[config.mk]
export PLATFORM = sky130hd
export DESIGN_NAME = csv_field_parser_top_flat
export DESIGN_NICKNAME = d
export VERILOG_FILES = /design/src/rtl/csvp_pkg.sv /design/src/rtl/csvp_if.sv /design/src/rtl/csv_field_parser_top.sv /design/src/rtl/csvp_front.sv /design/src/rtl/csvp_queue.sv /design/src/rtl/csvp_back.sv /design/src/flat_wrapper.sv
export SDC_FILE = /design/constraint.sdc
export NUM_CORES = 1
export LEC_CHECK = 0
export BUFFER_PORTS_ARGS = -buffer_cell sky130_fd_sc_hd__buf_2
export CAP_MARGIN = 40
export CELL_PAD_IN_SITES_DETAIL_PLACEMENT = 1
export CELL_PAD_IN_SITES_GLOBAL_PLACEMENT = 1
export CORE_MARGIN = 5
export CORE_UTILIZATION = 50
export DETAILED_ROUTE_END_ITERATION = 8
export HOLD_SLACK_MARGIN = 0.05
export PLACE_DENSITY = 0.81
export SLEW_MARGIN = 10
export SYNTH_ARGS = -nofsm -noshare
export SYNTH_HDL_FRONTEND = slang
export SYNTH_SLANG_ARGS = --single-unit
[constraint.sdc]
create_clock -name clk -period 8.2 [get_ports clk]
set_input_delay 0.41 -clock clk [delete_from_list [all_inputs] [get_ports clk]]
set_output_delay 0.41 -clock clk [all_outputs]
set_load 0.01 [all_outputs]
[src/rtl/csvp_pkg.sv]
`timescale 1ns / 1ps
// ----------------------------------------------------------------------------
// csvp_pkg - shared types and constants of the CSV field parser
// Result kinds, parse states, register map and the front-to-back queue entry.
// ----------------------------------------------------------------------------
package csvp_pkg;

	localparam int unsigned BYTE_W    = 8;
	localparam int unsigned ROW_W     = 32;
	localparam int unsigned KIND_W    = 2;
	localparam int unsigned APB_DW    = 32;
	localparam int unsigned APB_AW    = 4;
	localparam int unsigned QDEPTH_DEF = 4;

	// Character constants
	localparam logic [BYTE_W-1:0] CH_CR    = 8'd13;
	localparam logic [BYTE_W-1:0] CH_LF    = 8'd10;
	localparam logic [BYTE_W-1:0] CH_COMMA = 8'd44;
	localparam logic [BYTE_W-1:0] CH_DQUOTE = 8'd34;

	localparam logic [ROW_W-1:0] ROW_FIRST = 32'd1;
	localparam logic [ROW_W-1:0] ROW_MAX   = 32'hFFFF_FFFF;

	// Register indexes (byte address = 4 * index)
	localparam logic [1:0] REG_SEPARATOR = 2'd0;
	localparam logic [1:0] REG_QUOTE     = 2'd1;
	localparam logic [1:0] REG_LAZY      = 2'd2;

	typedef enum logic [KIND_W-1:0] {
		KIND_BYTE  = 2'd0,
		KIND_FIELD = 2'd1,
		KIND_ROW   = 2'd2
	} kind_t;

	typedef enum logic [1:0] {
		MODE_PLAIN  = 2'd0,
		MODE_QUOTED = 2'd1,
		MODE_QPEND  = 2'd2,
		MODE_CRSEEN = 2'd3
	} mode_t;

	// One accepted byte's results: a first result, plus an optional
	// end-of-row flush that always follows it on the same row.
	typedef struct packed {
		logic              two;
		kind_t             kind0;
		logic [BYTE_W-1:0] byte0;
		logic [ROW_W-1:0]  row;
	} entry_t;

	typedef struct packed {
		logic [BYTE_W-1:0] separator;
		logic [BYTE_W-1:0] quote_byte;
		logic              lazy_quotes;
	} cfg_t;

endpackage

[src/rtl/csvp_if.sv]
`timescale 1ns / 1ps
// ----------------------------------------------------------------------------
// csvp_if - stream channels of the CSV field parser
// Input byte channel and output result channel, valid/ready handshake.
// ----------------------------------------------------------------------------
interface csvp_in_if;
	logic       valid;
	logic       ready;
	logic [7:0] data_byte;
	logic       end_of_data;

	modport source (output valid, data_byte, end_of_data, input ready);
	modport sink   (input valid, data_byte, end_of_data, output ready);
endinterface

interface csvp_out_if;
	logic        valid;
	logic        ready;
	logic [1:0]  kind;
	logic [7:0]  out_byte;
	logic [31:0] row_number;
	logic        last_result;

	modport source (output valid, kind, out_byte, row_number, last_result, input ready);
	modport sink   (input valid, kind, out_byte, row_number, last_result, output ready);
endinterface

[src/rtl/csv_field_parser_top.sv]
`timescale 1ns / 1ps
// ----------------------------------------------------------------------------
// csv_field_parser_top - byte-serial CSV field splitter
//
// in_ch takes one byte of CSV text per transfer, end_of_data marking the
// last byte of a document. out_ch gives content bytes (kind 0), end of
// field (kind 1) and end of field and row (kind 2), each tagged with its
// 1-based row; last_result flags the final result caused by a byte.
// The APB port sets separator (0x0), quote character (0x4) and lazy quote
// mode (0x8); write it only while no bytes are in flight.
// Throughput: one input byte per cycle while the queue has room. Results
// pass through the queue and then the output register; out_ch gives one
// result per cycle while it is ready, so a byte with two results occupies
// the output for both, and a queue of QUEUE_DEPTH entries absorbs the
// difference. A stall on out_ch fills the queue, then in_ch drops ready.
// Reset restores comma, double quote, strict mode, row 1 and empties
// the queue; the block is ready for bytes as soon as reset is released.
// ----------------------------------------------------------------------------
module csv_field_parser_top #(
	parameter int unsigned QUEUE_DEPTH = csvp_pkg::QDEPTH_DEF
) (
	input  logic                        clk,
	input  logic                        arst_n,
	csvp_in_if.sink                     in_ch,
	csvp_out_if.source                  out_ch,
	input  logic                        psel,
	input  logic                        penable,
	input  logic                        pwrite,
	input  logic [csvp_pkg::APB_AW-1:0] paddr,
	input  logic [csvp_pkg::APB_DW-1:0] pwdata,
	output logic [csvp_pkg::APB_DW-1:0] prdata,
	output logic                        pready
);
	import csvp_pkg::*;

	cfg_t       cfg_q;
	logic       wr_en;
	logic [1:0] reg_idx;
	logic       q_full, q_empty, q_push, q_pop;
	entry_t     q_entry, q_head;

	assign pready  = 1'b1;
	assign wr_en   = psel && penable && pwrite && pready;
	assign reg_idx = paddr[3:2];

	// Configuration registers
	always_ff @(posedge clk or negedge arst_n) begin
		if (!arst_n) begin
			cfg_q.separator   <= CH_COMMA;
			cfg_q.quote_byte  <= CH_DQUOTE;
			cfg_q.lazy_quotes <= 1'b0;
		end else if (wr_en) begin
			case (reg_idx)
				REG_SEPARATOR: cfg_q.separator   <= pwdata[BYTE_W-1:0];
				REG_QUOTE:     cfg_q.quote_byte  <= pwdata[BYTE_W-1:0];
				REG_LAZY:      cfg_q.lazy_quotes <= pwdata[0];
				default:       cfg_q             <= cfg_q;
			endcase
		end
	end

	// Register readback
	always_comb begin
		case (reg_idx)
			REG_SEPARATOR: prdata = {{(APB_DW-BYTE_W){1'b0}}, cfg_q.separator};
			REG_QUOTE:     prdata = {{(APB_DW-BYTE_W){1'b0}}, cfg_q.quote_byte};
			REG_LAZY:      prdata = {{(APB_DW-1){1'b0}}, cfg_q.lazy_quotes};
			default:       prdata = '0;
		endcase
	end

	csvp_front u_front (
		.clk     (clk),
		.arst_n  (arst_n),
		.cfg     (cfg_q),
		.in_ch   (in_ch),
		.q_full  (q_full),
		.q_push  (q_push),
		.q_entry (q_entry)
	);

	csvp_queue #(
		.DEPTH (QUEUE_DEPTH)
	) u_queue (
		.clk        (clk),
		.arst_n     (arst_n),
		.push       (q_push),
		.push_entry (q_entry),
		.full       (q_full),
		.pop        (q_pop),
		.head       (q_head),
		.empty      (q_empty)
	);

	csvp_back u_back (
		.clk     (clk),
		.arst_n  (arst_n),
		.head    (q_head),
		.q_empty (q_empty),
		.q_pop   (q_pop),
		.out_ch  (out_ch)
	);

endmodule

[src/rtl/csvp_front.sv]
`timescale 1ns / 1ps
// ----------------------------------------------------------------------------
// csvp_front - byte classifier and parse state
// Takes one byte per cycle while the queue is not full, updates quote/row
// state, pushes one queue entry per byte that produces results.
// ----------------------------------------------------------------------------
module csvp_front (
	input  logic            clk,
	input  logic            arst_n,
	input  csvp_pkg::cfg_t  cfg,
	csvp_in_if.sink         in_ch,
	input  logic            q_full,
	output logic            q_push,
	output csvp_pkg::entry_t q_entry
);
	import csvp_pkg::*;

	mode_t             mode_q, mode_d;
	logic              fne_q, fne_d;
	logic [ROW_W-1:0]  row_q, row_d;

	logic              accept;
	logic [BYTE_W-1:0] c;
	logic              eod;
	logic              is_quote, is_sep, is_nl;
	logic              plain;
	logic              row_ended;
	logic              res0_valid;
	kind_t             res0_kind;

	assign in_ch.ready = !q_full;
	assign accept      = in_ch.valid && in_ch.ready;
	assign c           = in_ch.data_byte;
	assign eod         = in_ch.end_of_data;

	// Byte classes; separator beats CR/LF, quote beats separator
	assign is_quote = (c == cfg.quote_byte);
	assign is_sep   = !is_quote && (c == cfg.separator);
	assign is_nl    = !is_quote && !is_sep && ((c == CH_CR) || (c == CH_LF));

	// Byte takes the unquoted path
	always_comb begin
		case (mode_q)
			MODE_PLAIN:  plain = 1'b1;
			MODE_QPEND:  plain = !is_quote;
			MODE_CRSEEN: plain = (c != CH_LF);
			default:     plain = 1'b0;
		endcase
	end

	// Next state
	always_comb begin
		mode_d = mode_q;
		fne_d  = fne_q;
		row_d  = row_q;
		case (mode_q)
			MODE_QPEND: begin
				if (is_quote) begin
					fne_d  = 1'b1;
					mode_d = MODE_QUOTED;
				end else begin
					mode_d = MODE_PLAIN;
				end
			end
			MODE_CRSEEN: begin
				mode_d = MODE_PLAIN;
			end
			MODE_QUOTED: begin
				if (is_quote) begin
					mode_d = MODE_QPEND;
				end else begin
					fne_d = 1'b1;
				end
			end
			default: begin
				mode_d = mode_q;
			end
		endcase
		if (plain) begin
			if (is_quote) begin
				if (!(cfg.lazy_quotes && fne_q)) begin
					mode_d = MODE_QUOTED;
				end
			end else if (is_sep) begin
				fne_d = 1'b0;
			end else if (is_nl) begin
				fne_d  = 1'b0;
				row_d  = (row_q == ROW_MAX) ? row_q : row_q + ROW_FIRST;
				mode_d = (c == CH_CR) ? MODE_CRSEEN : MODE_PLAIN;
			end else begin
				fne_d = 1'b1;
			end
		end
		if (eod) begin
			mode_d = MODE_PLAIN;
			fne_d  = 1'b0;
			row_d  = ROW_FIRST;
		end
	end

	// Results of this byte
	always_comb begin
		res0_valid = 1'b0;
		res0_kind  = KIND_BYTE;
		row_ended  = 1'b0;
		case (mode_q)
			MODE_QPEND:  res0_valid = is_quote;
			MODE_CRSEEN: row_ended  = (c == CH_LF);
			MODE_QUOTED: res0_valid = !is_quote;
			default:     res0_valid = 1'b0;
		endcase
		if (plain) begin
			if (is_quote) begin
				res0_valid = cfg.lazy_quotes && fne_q;
			end else if (is_sep) begin
				res0_valid = 1'b1;
				res0_kind  = KIND_FIELD;
			end else if (is_nl) begin
				res0_valid = 1'b1;
				res0_kind  = KIND_ROW;
				row_ended  = 1'b1;
			end else begin
				res0_valid = 1'b1;
			end
		end
	end

	// Queue entry; a lone flush becomes the first result
	always_comb begin
		q_entry.row = row_q;
		if (res0_valid) begin
			q_entry.two   = eod && !row_ended;
			q_entry.kind0 = res0_kind;
			q_entry.byte0 = (res0_kind == KIND_BYTE) ? c : '0;
		end else begin
			q_entry.two   = 1'b0;
			q_entry.kind0 = KIND_ROW;
			q_entry.byte0 = '0;
		end
	end

	assign q_push = accept && (res0_valid || (eod && !row_ended));

	// Parse state registers
	always_ff @(posedge clk or negedge arst_n) begin
		if (!arst_n) begin
			mode_q <= MODE_PLAIN;
			fne_q  <= 1'b0;
			row_q  <= ROW_FIRST;
		end else if (accept) begin
			mode_q <= mode_d;
			fne_q  <= fne_d;
			row_q  <= row_d;
		end
	end

`ifndef SYNTH
	// A row ended by CR always starts an empty field
	a_cr_empty: assert property (@(posedge clk) disable iff (!arst_n)
		(mode_q == MODE_CRSEEN) |-> !fne_q)
		else $error("CR state with non-empty field");

	// Row counter never wraps to zero
	a_row_nonzero: assert property (@(posedge clk) disable iff (!arst_n)
		row_q != '0)
		else $error("row counter reached zero");

	// End of document returns the parser to its initial state
	a_eod_reset: assert property (@(posedge clk) disable iff (!arst_n)
		(accept && eod) |=> (mode_q == MODE_PLAIN && !fne_q && row_q == ROW_FIRST))
		else $error("state not restored after end of data");
`endif

endmodule

[src/rtl/csvp_queue.sv]
`timescale 1ns / 1ps
// ----------------------------------------------------------------------------
// csvp_queue - small entry queue between front and back
// Register-based FIFO, one push and one pop per cycle.
// ----------------------------------------------------------------------------
module csvp_queue #(
	parameter int unsigned DEPTH = csvp_pkg::QDEPTH_DEF
) (
	input  logic             clk,
	input  logic             arst_n,
	input  logic             push,
	input  csvp_pkg::entry_t push_entry,
	output logic             full,
	input  logic             pop,
	output csvp_pkg::entry_t head,
	output logic             empty
);
	import csvp_pkg::*;

	localparam int unsigned PTR_W = (DEPTH > 1) ? $clog2(DEPTH) : 1;
	localparam int unsigned CNT_W = $clog2(DEPTH + 1);
	localparam logic [PTR_W-1:0] PTR_LAST = PTR_W'(DEPTH - 1);
	localparam logic [CNT_W-1:0] CNT_FULL = CNT_W'(DEPTH);

	entry_t           mem_q [DEPTH];
	logic [PTR_W-1:0] wptr_q, rptr_q;
	logic [CNT_W-1:0] cnt_q;

	assign full  = (cnt_q == CNT_FULL);
	assign empty = (cnt_q == '0);
	assign head  = mem_q[rptr_q];

	// Storage
	always_ff @(posedge clk) begin
		if (push) begin
			mem_q[wptr_q] <= push_entry;
		end
	end

	// Pointers and fill count
	always_ff @(posedge clk or negedge arst_n) begin
		if (!arst_n) begin
			wptr_q <= '0;
			rptr_q <= '0;
			cnt_q  <= '0;
		end else begin
			if (push) begin
				wptr_q <= (wptr_q == PTR_LAST) ? '0 : wptr_q + 1'b1;
			end
			if (pop) begin
				rptr_q <= (rptr_q == PTR_LAST) ? '0 : rptr_q + 1'b1;
			end
			if (push && !pop) begin
				cnt_q <= cnt_q + 1'b1;
			end else if (pop && !push) begin
				cnt_q <= cnt_q - 1'b1;
			end
		end
	end

endmodule

[src/rtl/csvp_back.sv]
`timescale 1ns / 1ps
// ----------------------------------------------------------------------------
// csvp_back - result sequencer
// Expands each queue entry into one or two results into an output register.
// ----------------------------------------------------------------------------
module csvp_back (
	input  logic             clk,
	input  logic             arst_n,
	input  csvp_pkg::entry_t head,
	input  logic             q_empty,
	output logic             q_pop,
	csvp_out_if.source       out_ch
);
	import csvp_pkg::*;

	logic              out_valid_q;
	logic              sub_q;
	kind_t             kind_q;
	logic [BYTE_W-1:0] byte_q;
	logic [ROW_W-1:0]  row_q;
	logic              last_q;
	logic              load;
	logic              emit;

	assign load  = !out_valid_q || out_ch.ready;
	assign emit  = load && !q_empty;
	assign q_pop = emit && (sub_q || !head.two);

	assign out_ch.valid       = out_valid_q;
	assign out_ch.kind        = kind_q;
	assign out_ch.out_byte    = byte_q;
	assign out_ch.row_number  = row_q;
	assign out_ch.last_result = last_q;

	// Output valid and second-result pointer
	always_ff @(posedge clk or negedge arst_n) begin
		if (!arst_n) begin
			out_valid_q <= 1'b0;
			sub_q       <= 1'b0;
		end else if (load) begin
			out_valid_q <= !q_empty;
			if (!q_empty) begin
				sub_q <= !sub_q && head.two;
			end
		end
	end

	// Output payload
	always_ff @(posedge clk) begin
		if (emit) begin
			row_q <= head.row;
			if (sub_q) begin
				kind_q <= KIND_ROW;
				byte_q <= '0;
				last_q <= 1'b1;
			end else begin
				kind_q <= head.kind0;
				byte_q <= head.byte0;
				last_q <= !head.two;
			end
		end
	end

endmodule
[src/flat_wrapper.sv]
// flat-port wrapper written by rule: the top's interface ports become plain ports
module csv_field_parser_top_flat import csvp_pkg::*;
#(
	parameter int unsigned QUEUE_DEPTH = csvp_pkg::QDEPTH_DEF
)
  (clk, arst_n, psel, penable, pwrite, paddr, pwdata, prdata, pready, in_ch_valid, in_ch_data_byte, in_ch_end_of_data, in_ch_ready, out_ch_valid, out_ch_kind, out_ch_out_byte, out_ch_row_number, out_ch_last_result, out_ch_ready);
  csvp_in_if in_ch_i ();
  csvp_out_if out_ch_i ();
  input  logic clk;
  input  logic arst_n;
  input  logic psel;
  input  logic penable;
  input  logic pwrite;
  input  logic [csvp_pkg::APB_AW-1:0] paddr;
  input  logic [csvp_pkg::APB_DW-1:0] pwdata;
  output logic [csvp_pkg::APB_DW-1:0] prdata;
  output logic pready;
  input wire logic [$bits(in_ch_i.valid)-1:0] in_ch_valid;
  input wire logic [$bits(in_ch_i.data_byte)-1:0] in_ch_data_byte;
  input wire logic [$bits(in_ch_i.end_of_data)-1:0] in_ch_end_of_data;
  output wire logic [$bits(in_ch_i.ready)-1:0] in_ch_ready;
  output wire logic [$bits(out_ch_i.valid)-1:0] out_ch_valid;
  output wire logic [$bits(out_ch_i.kind)-1:0] out_ch_kind;
  output wire logic [$bits(out_ch_i.out_byte)-1:0] out_ch_out_byte;
  output wire logic [$bits(out_ch_i.row_number)-1:0] out_ch_row_number;
  output wire logic [$bits(out_ch_i.last_result)-1:0] out_ch_last_result;
  input wire logic [$bits(out_ch_i.ready)-1:0] out_ch_ready;
  assign in_ch_i.valid = in_ch_valid;
  assign in_ch_i.data_byte = in_ch_data_byte;
  assign in_ch_i.end_of_data = in_ch_end_of_data;
  assign in_ch_ready = in_ch_i.ready;
  assign out_ch_valid = out_ch_i.valid;
  assign out_ch_kind = out_ch_i.kind;
  assign out_ch_out_byte = out_ch_i.out_byte;
  assign out_ch_row_number = out_ch_i.row_number;
  assign out_ch_last_result = out_ch_i.last_result;
  assign out_ch_i.ready = out_ch_ready;
  csv_field_parser_top #(.QUEUE_DEPTH(QUEUE_DEPTH)) u_core (.clk(clk), .arst_n(arst_n), .in_ch(in_ch_i), .out_ch(out_ch_i), .psel(psel), .penable(penable), .pwrite(pwrite), .paddr(paddr), .pwdata(pwdata), .prdata(prdata), .pready(pready));
endmodule
==> results of run 1 <==
-- per-layer routing --
metal / share of wire [%] / up-vias / GRT usage (%)
li1: - / 2887 / -
met1: 39 / 3369 / 24.0
met2: 54 / 193 / 34.6
met3: 4.8 / 37 / 2.93
met4: 1.7 / 0 / 4.57
met5: 0 / - / 0
-- through the flow --
| stage | hold WS [ps] | worst slack (ps) | util [%] | cell area (um2) |
|---|---|---|---|---|
| floorplan | 114 | 4030 | - | 11800 |
| global placement | 472 | 4760 | 53.1 | 12300 |
| detailed placement | 489 | 4680 | 53.3 | 12400 |
| CTS | 60.5 | 4800 | 57.2 | 13300 |
| global route | 82.6 | 4660 | 57.2 | 13300 |
| finish | 77.5 | 4800 | 57.2 | 13300 |
-- cell families after synthesis --
group / synth area share (%)
flops: 68.2
simple gates: 9.26
compound gates: 5.02
mux: 11.5
buf+inv: 3.09
xor+xnor: 1.50
fa+ha+maj: 1.35
other cells: 0.0641
-- power breakdown --
part	internal, mW	switching [mW]	total [mW]	leakage, nW
logic	0.458	0.569	1.03	1.55
clock network	0.738	0.497	1.23	0.441
registers	1.94	0.129	2.07	2.78
total	3.13	1.19	4.33	4.77
-- Yosys cell counts (13+ instances only) --
library cell / n / area [um2]
edfxtp_1: 215 / 6460
mux2_2: 20 / 225
buf_4: 25 / 188
clkbuf_1: 16 / 60.1
nor2_1: 25 / 93.8
xor2_1: 19 / 166
mux4_2: 43 / 968
nand2_1: 27 / 101
dfrtp_1: 55 / 1380
and2_1: 13 / 81.3
or3_1: 19 / 119
inv_1: 13 / 48.8
o21ai_0: 23 / 115
a21oi_1: 28 / 140
-- state kept, by name, indices dropped and copies added (netlist names) --
name / flops
u_core.u_back.out_ch.row_number: 32
u_core.u_queue.cnt_q: 3
u_core.u_back.out_ch.valid: 1
u_core.u_back.out_ch.kind: 2
u_core.u_queue.wptr_q: 2
u_core.u_front.fne_q: 1
u_core.u_back.out_ch.last_result: 1
u_core.u_queue.rptr_q: 2
u_core.u_front.mode_q: 2
u_core.u_queue.mem_q: 172
u_core.u_back.out_ch.out_byte: 8
u_core.u_back.sub_q: 1
u_core.u_front.row_q: 32
u_core.cfg_q: 17
-- cell usage in the layout (no fill, tap or decap), types with 19 or more instances in the layout --
cell       count
buf_2         80
dfrtp_1       54
mux4_2        43
conb_1        25
xor2_1        19
a21oi_1       27
nand2_1       27
mux2_2        20
or3_1         19
nor2_1        25
edfxtp_1     215
o21ai_0       23
clkbuf_16     29
-- how the worst min path moves through the flow --
stage | start | to | slack (ps) | cells after the start
floorplan | arst_n | u_core.cfg_q[0]$_DFFE_PN0P_ | 110 | 0
global placement | u_core.u_queue.cnt_q[2]$_DFFE_PN0P_ | u_core.u_queue.cnt_q[2]$_DFFE_PN0P_ | 470 | 1
detailed placement | u_core.u_queue.cnt_q[2]$_DFFE_PN0P_ | u_core.u_queue.cnt_q[2]$_DFFE_PN0P_ | 490 | 1
CTS | out_ch_ready | u_core.u_back.out_ch.valid$_DFFE_PN0N_ | 60 | 2
global route | out_ch_ready | u_core.u_back.out_ch.valid$_DFFE_PN0N_ | 80 | 2
finish | arst_n | u_core.u_queue.wptr_q[1]$_DFFE_PN0P_ | 80 | 2
-- area by class of cell --
cell class	count	area, um2
clock buffers	41	801
inverters	13	48.8
flip-flops and latches	276	7990
multi-input cells	388	3450
clock inverters	12	106
repair buffers	90	495
well taps	319	399
fillers	2195	9970
==> metrics.md, run 1 <==
| Metric | Value |
|---|---|
| Status | `finished, final reports clean` |
| Reg-to-Reg End | `u_core.u_queue.cnt_q[2]$_DFFE_PN0P_` |
| TNS Setup | `0 ps` |
| Worst-Margin Slew | `just under 1000 ps` |
| H-tree Lvls | `1` |
| Crit path max fanout | `7` |
| Std cell rows | `56` |
| GR Overflow Total | `0` |
| Total GRT Usage | `between 10% and 20%` |
| Area growth from synthesis to layout | `13.6%` |
| FF-to-FF setup slack | `roughly 4800 ps` |
| Max Buffers Root-to-Sink | `3` |
| Routability congestion estimate | `0.840` |
| CP Class | `register to register` |
| Slowest-stage cell, CP | `nor4_2` |
| Cells after DPL | `between 1000 and 1500` |
| Worst-case clock skew | `12.5 ps` |
| Pwr Total | `around 4.3 mW` |
| WL final | `around 25000 um` |
| Worst VDD drop | `roughly 140 uV` |
| Post-synth EDFFs | `roughly 220` |
| Critical Path Most Common Cell | `xor2_1` |
| Clock buffer count from CTS | `29` |
| RSZ-0062 raised after global routing | `no` |
| Die W | `~160 um` |
| Area of the core | `23300 um2` |
| Setup crit start kind | `register` |
| Post-Layout Cell Count | `1139` |
| Final hold viol count | `0` |
| Critical Path Start | `u_core.cfg_q[1]$_DFFE_PN0P_` |
| Hold Crit Class | `primary input to asynchronous set/reset pin` |
| Final Setup Violations | `0` |
| Die height | `approximately 160 um` |
| Number of inserted diodes | `0` |
| Initial DRT Pass Iterations | `5` |
| Setup Fix Bufs, Post-CTS | `0` |
| Mapped Avg Cell Area | `between 15 and 20 um2` |
| Initial antenna violation count | `0` |
| Fmax achieved | `~0.3 GHz` |
| DR vias/cell | `5.69` |
| Critical path depth in cells | `11` |
| Post-DP HPWL | `15600 um` |
| I/O pin total | `130` |
| Main synth FF type | `edfxtp_1` |
| FF-to-FF Start | `u_core.cfg_q[1]$_DFFE_PN0P_` |
| Final routed DRC violation total | `0` |
| Register area share after synthesis | `roughly two thirds` |
| R2R depth | `11` |
| Slowest stage delay, CP | `between 600 and 700 ps` |
| CTS Sinks | `276` |
| Post-DR wirelength/cell | `21.8 um` |
| WP buf/inv | `1` |
| Largest net degree at the start of global routing | `between 60 and 70` |
| Share of cells above drive strength 1 | `roughly 28%` |
| Worst path required time | `8650 ps` |
| Number of max-cap violations | `0` |
| Critical Path End | `u_core.u_queue.cnt_q[2]$_DFFE_PN0P_` |
| Antenna violation net count after detailed routing | `0` |
| Critical path data arrival time | `3850 ps` |
| Post-cts sizing count | `0` |
| Vias in the first global route | `~7300` |
| Max-slew violation count | `0` |
| CTS tree | `yes` |
| LEAKAGE | `around 4.8 nW` |
| # port buffers | `roughly 80` |
| Minimum clock period | `around 3400 ps` |
| Post-cts hold buffer count | `0` |
| Worst-path clk slew | `60 ps` |
| Netlist cell types | `between 60 and 70` |
| Yosys reg bits | `roughly 280` |
| Async SR Flop Fraction | `between 20% and 30%` |
| Rel. slew slack | `between 30 and 40%` |
| Starting Density | `between 50% and 60%` |
| Post-Syn Area | `~12000 um2` |
| Starting DRT DRC Count | `~410` |
| First-pass GRT wire length | `~40000 um` |
| Final Cycle Share | `between 40% and 50%` |
| Die area | `between 20000 and 30000 um2` |
| Worst-skew pair later-pin latency | `between 500 and 600 ps` |
| Layout Nets | `between 800 and 900` |
| CP Capture Type | `register` |
| Power per cell area | `326 nW/um2` |
| Worst path cell trace | `xor2_1 -> nor4_2 -> and2_1 -> nor3b_2 -> a311oi_4 -> ha_1 -> inv_1 -> fa_1 -> xor2_1 -> nor2_1 -> xor2_1` |
| Via count | `~6500` |
| Root Driver | `clkbuf_16` |
| Crit path max-delay family | `simple AND/OR/NAND/NOR gates` |
| Synth warn | `0` |
| Post-Syn Instances | `slightly above 700` |
No activity file was read; power rests on OpenSTA's default activity.
==> run 2, diff against run 1 <==
clock period = 3.2 ns   (was 8.2 ns; I/O delays follow)
==> metrics.md, run 2 (same netlist as run 1, synthesis figures left out) <==
| Metric | Value |
|---|---|
| Hold Crit Class | `primary input to register` |
| Critical path data arrival time | `3460 ps (-390 ps)` |
| Finished Core Util | `57.9% (+0.75 points)` |
| Design area | `13500 um2 (+1.3%)` |
| Worst-case clock skew | `19.5 ps (+7.06 ps)` |
| Setup Fix Bufs, Post-CTS | `0 (unchanged)` |
| Max-slew violation count | `0 (unchanged)` |
| Std cell rows | `56 (unchanged)` |
| Worst path required time | `3640 ps (-5010 ps)` |
| Clock buffer count from CTS | `28 (-3.4%)` |
| Number of max-cap violations | `0 (unchanged)` |
| Crit path max fanout | `6 (-1)` |
| Max Buffers Root-to-Sink | `3 (unchanged)` |
| Worst-skew pair later-pin latency | `540 ps (+20 ps)` |
| Area of the core | `23300 um2 (unchanged)` |
| Final hold viol count | `0 (unchanged)` |
| Post-cts hold buffer count | `11 (+11)` |
| Fmax achieved | `0.331 GHz (+13%)` |
| Final Cycle Share | `94.5% (+53 points)` |
| Status | `finished, final reports clean` |
| RSZ-0062 raised after global routing | `no` |
| Worst-path clk slew | `60 ps (about the same)` |
| Die area | `26600 um2 (unchanged)` |
| Via count | `6692 (+3.2%)` |
| Fillers | `2204 (+0.41%)` |
| CP Capture Type | `register` |
| Slowest-stage cell, CP | `dfstp_2` |
| First-pass GRT wire length | `40800 um (+1.9%)` |
| Post-DR wirelength/cell | `22.1 um (+1.3%)` |
| Antenna violation net count after detailed routing | `0 (unchanged)` |
| Worst VDD drop | `483 uV (+250%)` |
| Largest net degree at the start of global routing | `46 (-26%)` |
| Area growth from synthesis to layout | `15.1%` |
| CP Class | `register to register` |
| Worst Slack Setup Final | `177 ps (-4620 ps)` |
| Total GRT Usage | `19.5% (+0.52 points)` |
| Number of inserted diodes | `0 (unchanged)` |
| Final routed DRC violation total | `0 (unchanged)` |
| Pre-CTS setup slack | `237 ps (-4450 ps)` |
| CTS Sinks | `276 (unchanged)` |
| TNS Setup | `0 ps (unchanged)` |
| Critical Path Most Common Cell | `xor2_1` |
| Setup crit start kind | `register` |
| Worst path cell trace | `xor2_1 -> nor4_2 -> and2_1 -> nor3b_2 -> a311oi_4 -> ha_1 -> inv_1 -> fa_1 -> xor2_1 -> nor2_1 -> xor2_1` |
| Post-Place Cell Area | `12500 um2 (+0.90%)` |
| Hold depth | `3` |
| Max reg flops | `172 (unchanged)` |
| Final Setup Violations | `0 (unchanged)` |
| DR vias/cell | `5.79 (+1.7%)` |
| Layout Nets | `878 (+1.9%)` |
| Die height | `163 um (unchanged)` |
| Rel. slew slack | `51.4% (+16 points)` |
| Top reg by flops | `u_core.u_queue.mem_q` |
| Starting DRT DRC Count | `537 (+30%)` |
| Minimum clock period | `3020 ps (-379 ps)` |
| Routability congestion estimate | `0.880 (+4.8%)` |
| H-tree Lvls | `1 (unchanged)` |
| I/O pin total | `130 (unchanged)` |
| Root Driver | `clkbuf_16` |
| Post-cts sizing count | `0 (unchanged)` |
| Worst-Margin Slew | `723 ps (-241 ps)` |
| GR Overflow Total | `0 (unchanged)` |
| Share of cells above drive strength 1 | `28.5% (+0.30 points)` |
| Post-DP HPWL | `16100 um (+3.2%)` |
| Vias in the first global route | `7261 (-0.19%)` |
| R2R depth | `11 (unchanged)` |
| Starting Density | `50.3% (unchanged)` |
| Die W | `163 um (unchanged)` |
| Power per cell area | `820 nW/um2 (+150%)` |
| Initial antenna violation count | `0 (unchanged)` |
| WL final | `25500 um (+2.7%)` |
| # port buffers | `78 (unchanged)` |
| Most common cell after layout, fill and taps aside | `edfxtp_1` |
| Initial DRT Pass Iterations | `5 (unchanged)` |
| Commonest non-fill, non-tap cells in the layout | `215 x edfxtp_1, 79 x buf_2, 53 x dfrtp_1` |
| LEAKAGE | `4.85 nW (+1.5%)` |
| Slowest stage delay, CP | `570 ps (-60 ps)` |
| CTS tree | `yes` |
## run 2: cell count changes in the layout (fill, tap and decap cells not counted), sizes merged
cell / change
buf: +6
bufinv: -1
clkbuf: -3
clkinv: +3
dlygate4sd3: +11
## run 2: path summary, 6_finish.rpt
| check | startpoint | to | slack (ps) |
|---|---|---|---|
| hold reg to reg | u_core.u_queue.cnt_q[2]$_DFFE_PN0P_ | u_core.u_queue.cnt_q[2]$_DFFE_PN0P_ | 530 |
| setup / recovery | u_core.cfg_q[2]$_DFFE_PN1P_ | u_core.u_queue.cnt_q[2]$_DFFE_PN0P_ | 180 |
| min in group asynchronous | arst_n | u_core.u_front.row_q[2]$_DFFE_PN0P_ | 200 |
| hold / removal | paddr[3] | u_core.cfg_q[0]$_DFFE_PN0P_ | 80 |
| setup reg to reg | u_core.cfg_q[2]$_DFFE_PN1P_ | u_core.u_queue.cnt_q[2]$_DFFE_PN0P_ | 180 |
| max in group asynchronous | arst_n | u_core.cfg_q[6]$_DFFE_PN1P_ | 2260 |
## run 2: where the power goes
part           total, mW  internal, mW  switching (mW)
Sequential          5.28          4.96           0.327
Clock               3.06          1.76            1.30
Combinational       2.70          1.23            1.47
Total               11.0          7.95            3.10
## run 2: area by class of cell
type                            instances  area [um2]  area share, %
Timing Repair Buffer                  107         716           5.31
Clock inverter                         14        91.3          0.678
Tap cell                              319         399           2.96
Multi-Input combinational cell        388        3450           25.6
Inverter                               13        48.8          0.362
Sequential cell                       276        7990           59.3
Clock buffer                           38         769           5.71
## run 2: metal layers
layer | vias up | wire, um | share of wire (%) | track usage (%)
met2 | 251 | 13400 | 52 | 34.4
met3 | 60 | 1360 | 5.3 | 2.73
met5 | - | 0 | 0 | 0
li1 | 2929 | - | - | -
met1 | 3452 | 9990 | 39 | 24.9
met4 | 0 | 777 | 3.0 | 6.98
## run 2: per-stage QoR
step                      hold slack, ps  power, mW  cells
after detailed placement             223       8.11   1092
after global routing                99.2       11.6   1155
after CTS                           53.4       11.2   1155
after floorplan                     -136       7.07    729
after global placement               362       7.89   1089
final                               81.0       11.0   1155
## run 2: worst max-delay path, delay by kind of cell, from the launching register on
family                   cells  cell delay [ps]
AND/OR/NAND/NOR              4              950
adder cells (fa/ha/maj)      2              660
flip-flops                   1              570
XOR/XNOR                     3              410
AO/OA/AOI/OAI                1              280
buffers and inverters        1               70
==> run 3, diff against run 2 <==
PLACE_DENSITY = 0.77   (was 0.81)
==> metrics.md, run 3 (same netlist as run 1, synthesis figures left out) <==
| Metric | Value |
|---|---|
| Initial DRT Pass Iterations | `4 (-1)` |
| Hold Crit Class | `primary input to register` |
| Setup crit start kind | `register` |
| Fmax achieved | `0.351 GHz (+6.1%)` |
| Post-Layout Cell Count | `1159 (+0.35%)` |
| Number of inserted diodes | `0 (unchanged)` |
| Worst-skew pair later-pin latency | `530 ps (about the same)` |
| Worst-path clk slew | `60 ps (about the same)` |
| CTS Sinks | `276 (unchanged)` |
| Share of cells above drive strength 1 | `29.5% (+1.1 points)` |
| Crit path max fanout | `9 (+3)` |
| Starting DRT DRC Count | `418 (-22%)` |
| LEAKAGE | `4.91 nW (+1.3%)` |
| Area of the core | `23300 um2 (unchanged)` |
| Cells after DPL | `1095 (+0.27%)` |
| CP Capture Type | `register` |
| Die height | `163 um (unchanged)` |
| CTS tree | `yes` |
| Starting Density | `50.3% (unchanged)` |
| Post-cts sizing count | `0 (unchanged)` |
| Worst-case clock skew | `11.3 ps (-8.28 ps)` |
| Most common cell after layout, fill and taps aside | `edfxtp_1` |
| H-tree Lvls | `1 (unchanged)` |
| Worst-Margin Slew | `691 ps (-32.5 ps)` |
| Post-DR wirelength/cell | `21.2 um (-3.9%)` |
| Number of max-cap violations | `0 (unchanged)` |
| Max-slew violation count | `0 (unchanged)` |
| Total GRT Usage | `19.0% (-0.57 points)` |
| Via count | `6535 (-2.3%)` |
| Fillers | `2184 (-0.91%)` |
| Initial antenna violation count | `0 (unchanged)` |
| Worst VDD drop | `444 uV (-8.0%)` |
| Power per cell area | `833 nW/um2 (+1.6%)` |
| Vias in the first global route | `7325 (+0.88%)` |
| Pwr Total | `11.3 mW (+2.5%)` |
| Final Setup Violations | `0 (unchanged)` |
| Design area | `13600 um2 (+0.93%)` |
| TNS Setup | `0 ps (unchanged)` |
| Critical path data arrival time | `3300 ps (-160 ps)` |
| Max Buffers Root-to-Sink | `3 (unchanged)` |
| Final Cycle Share | `89.0% (-5.4 points)` |
| RSZ-0062 raised after global routing | `no` |
| WL final | `24600 um (-3.6%)` |
| Setup Fix Bufs, Post-CTS | `0 (unchanged)` |
| Die W | `163 um (unchanged)` |
| Finished Core Util | `58.4% (+0.54 points)` |
| Top reg by flops | `u_core.u_queue.mem_q` |
| First-pass GRT wire length | `40000 um (-2.0%)` |
| # port buffers | `78 (unchanged)` |
| GR Overflow Total | `0 (unchanged)` |
| Final routed DRC violation total | `0 (unchanged)` |
| Minimum clock period | `2850 ps (-174 ps)` |
| CP Class | `register to register` |
| Post-DP HPWL | `15700 um (-2.9%)` |
| Largest net degree at the start of global routing | `46 (unchanged)` |
| Rel. slew slack | `53.6% (+2.2 points)` |
| Worst path required time | `3650 ps (about the same)` |
| Final hold viol count | `0 (unchanged)` |
| Commonest non-fill, non-tap cells in the layout | `215 x edfxtp_1, 79 x buf_2, 53 x dfrtp_1` |
| Antenna violation net count after detailed routing | `0 (unchanged)` |
| I/O pin total | `130 (unchanged)` |
| Max reg flops | `172 (unchanged)` |
| Status | `finished, final reports clean` |
| Routability congestion estimate | `0.850 (-3.5%)` |
| Post-cts hold buffer count | `12 (+1)` |
| Std cell rows | `56 (unchanged)` |
| Root Driver | `clkbuf_16` |
| DR vias/cell | `5.64 (-2.7%)` |
| Layout Nets | `882 (+0.46%)` |
| Area growth from synthesis to layout | `16.1%` |
| Clock buffer count from CTS | `28 (unchanged)` |
| Die area | `26600 um2 (unchanged)` |
| Post-Place Cell Area | `12500 um2 (about the same)` |
## run 3: final cells by class
type                    count  area [um2]  share of cell area (%)
clock buffers              34         774                    5.70
clock inverters            18         199                    1.46
inverters                  13        48.8                   0.359
multi-input cells         388        3450                    25.4
flip-flops and latches    276        7990                    58.8
well taps                 319         399                    2.94
repair buffers            111         728                    5.36
## run 3: worst paths after layout
| path | start | endpoint | slack (ps) | cells past startpoint |
|---|---|---|---|---|
| worst max-delay path | u_core.u_front.mode_q[1]$_DFFE_PN0P_ | u_core.u_queue.cnt_q[2]$_DFFE_PN0P_ | 350 | 11 |
| worst max register to register | u_core.u_front.mode_q[1]$_DFFE_PN0P_ | u_core.u_queue.cnt_q[2]$_DFFE_PN0P_ | 350 | 11 |
| worst min register to register | u_core.u_queue.cnt_q[2]$_DFFE_PN0P_ | u_core.u_queue.cnt_q[2]$_DFFE_PN0P_ | 510 | 1 |
| worst min-delay path | paddr[3] | u_core.cfg_q[0]$_DFFE_PN0P_ | 70 | 3 |
| max in group asynchronous | arst_n | u_core.u_queue.cnt_q[1]$_DFFE_PN0P_ | 2400 | 3 |
| min in group asynchronous | arst_n | u_core.u_queue.rptr_q[1]$_DFFE_PN0P_ | 170 | 3 |
## run 3: metal layers
layer | share of wire, % | up-vias | GRT usage, %
met2 | 54 | 149 | 34.4
met5 | 0 | - | 0
met4 | 1.6 | 0 | 4.12
met3 | 4.2 | 42 | 2.95
li1 | - | 2930 | -
met1 | 40 | 3414 | 24.2
## run 3: metrics by stage
stage,worst slack (ps),hold WS (ps)
2_1_floorplan,10.4,-136
3_5_place_dp,275,13.9
6_report,351,71.5
5_1_grt,182,68.7
4_1_cts,319,54.0
3_3_place_gp,452,339
## run 3: power by group
group	switching [mW]	internal [mW]
Combinational	1.44	1.23
Sequential	0.331	4.96
Clock	1.33	2.04
Total	3.10	8.23
## run 3: worst max-delay path, stage by stage, from the launching register on
cell	delay [ps]
dfrtp_1	520
ha_1	230
nand2_1	80
a31oi_1	330
o31ai_1	160
a311oi_4	300
ha_1	250
inv_1	70
fa_1	380
xor2_1	150
nor2_1	130
xor2_1	170
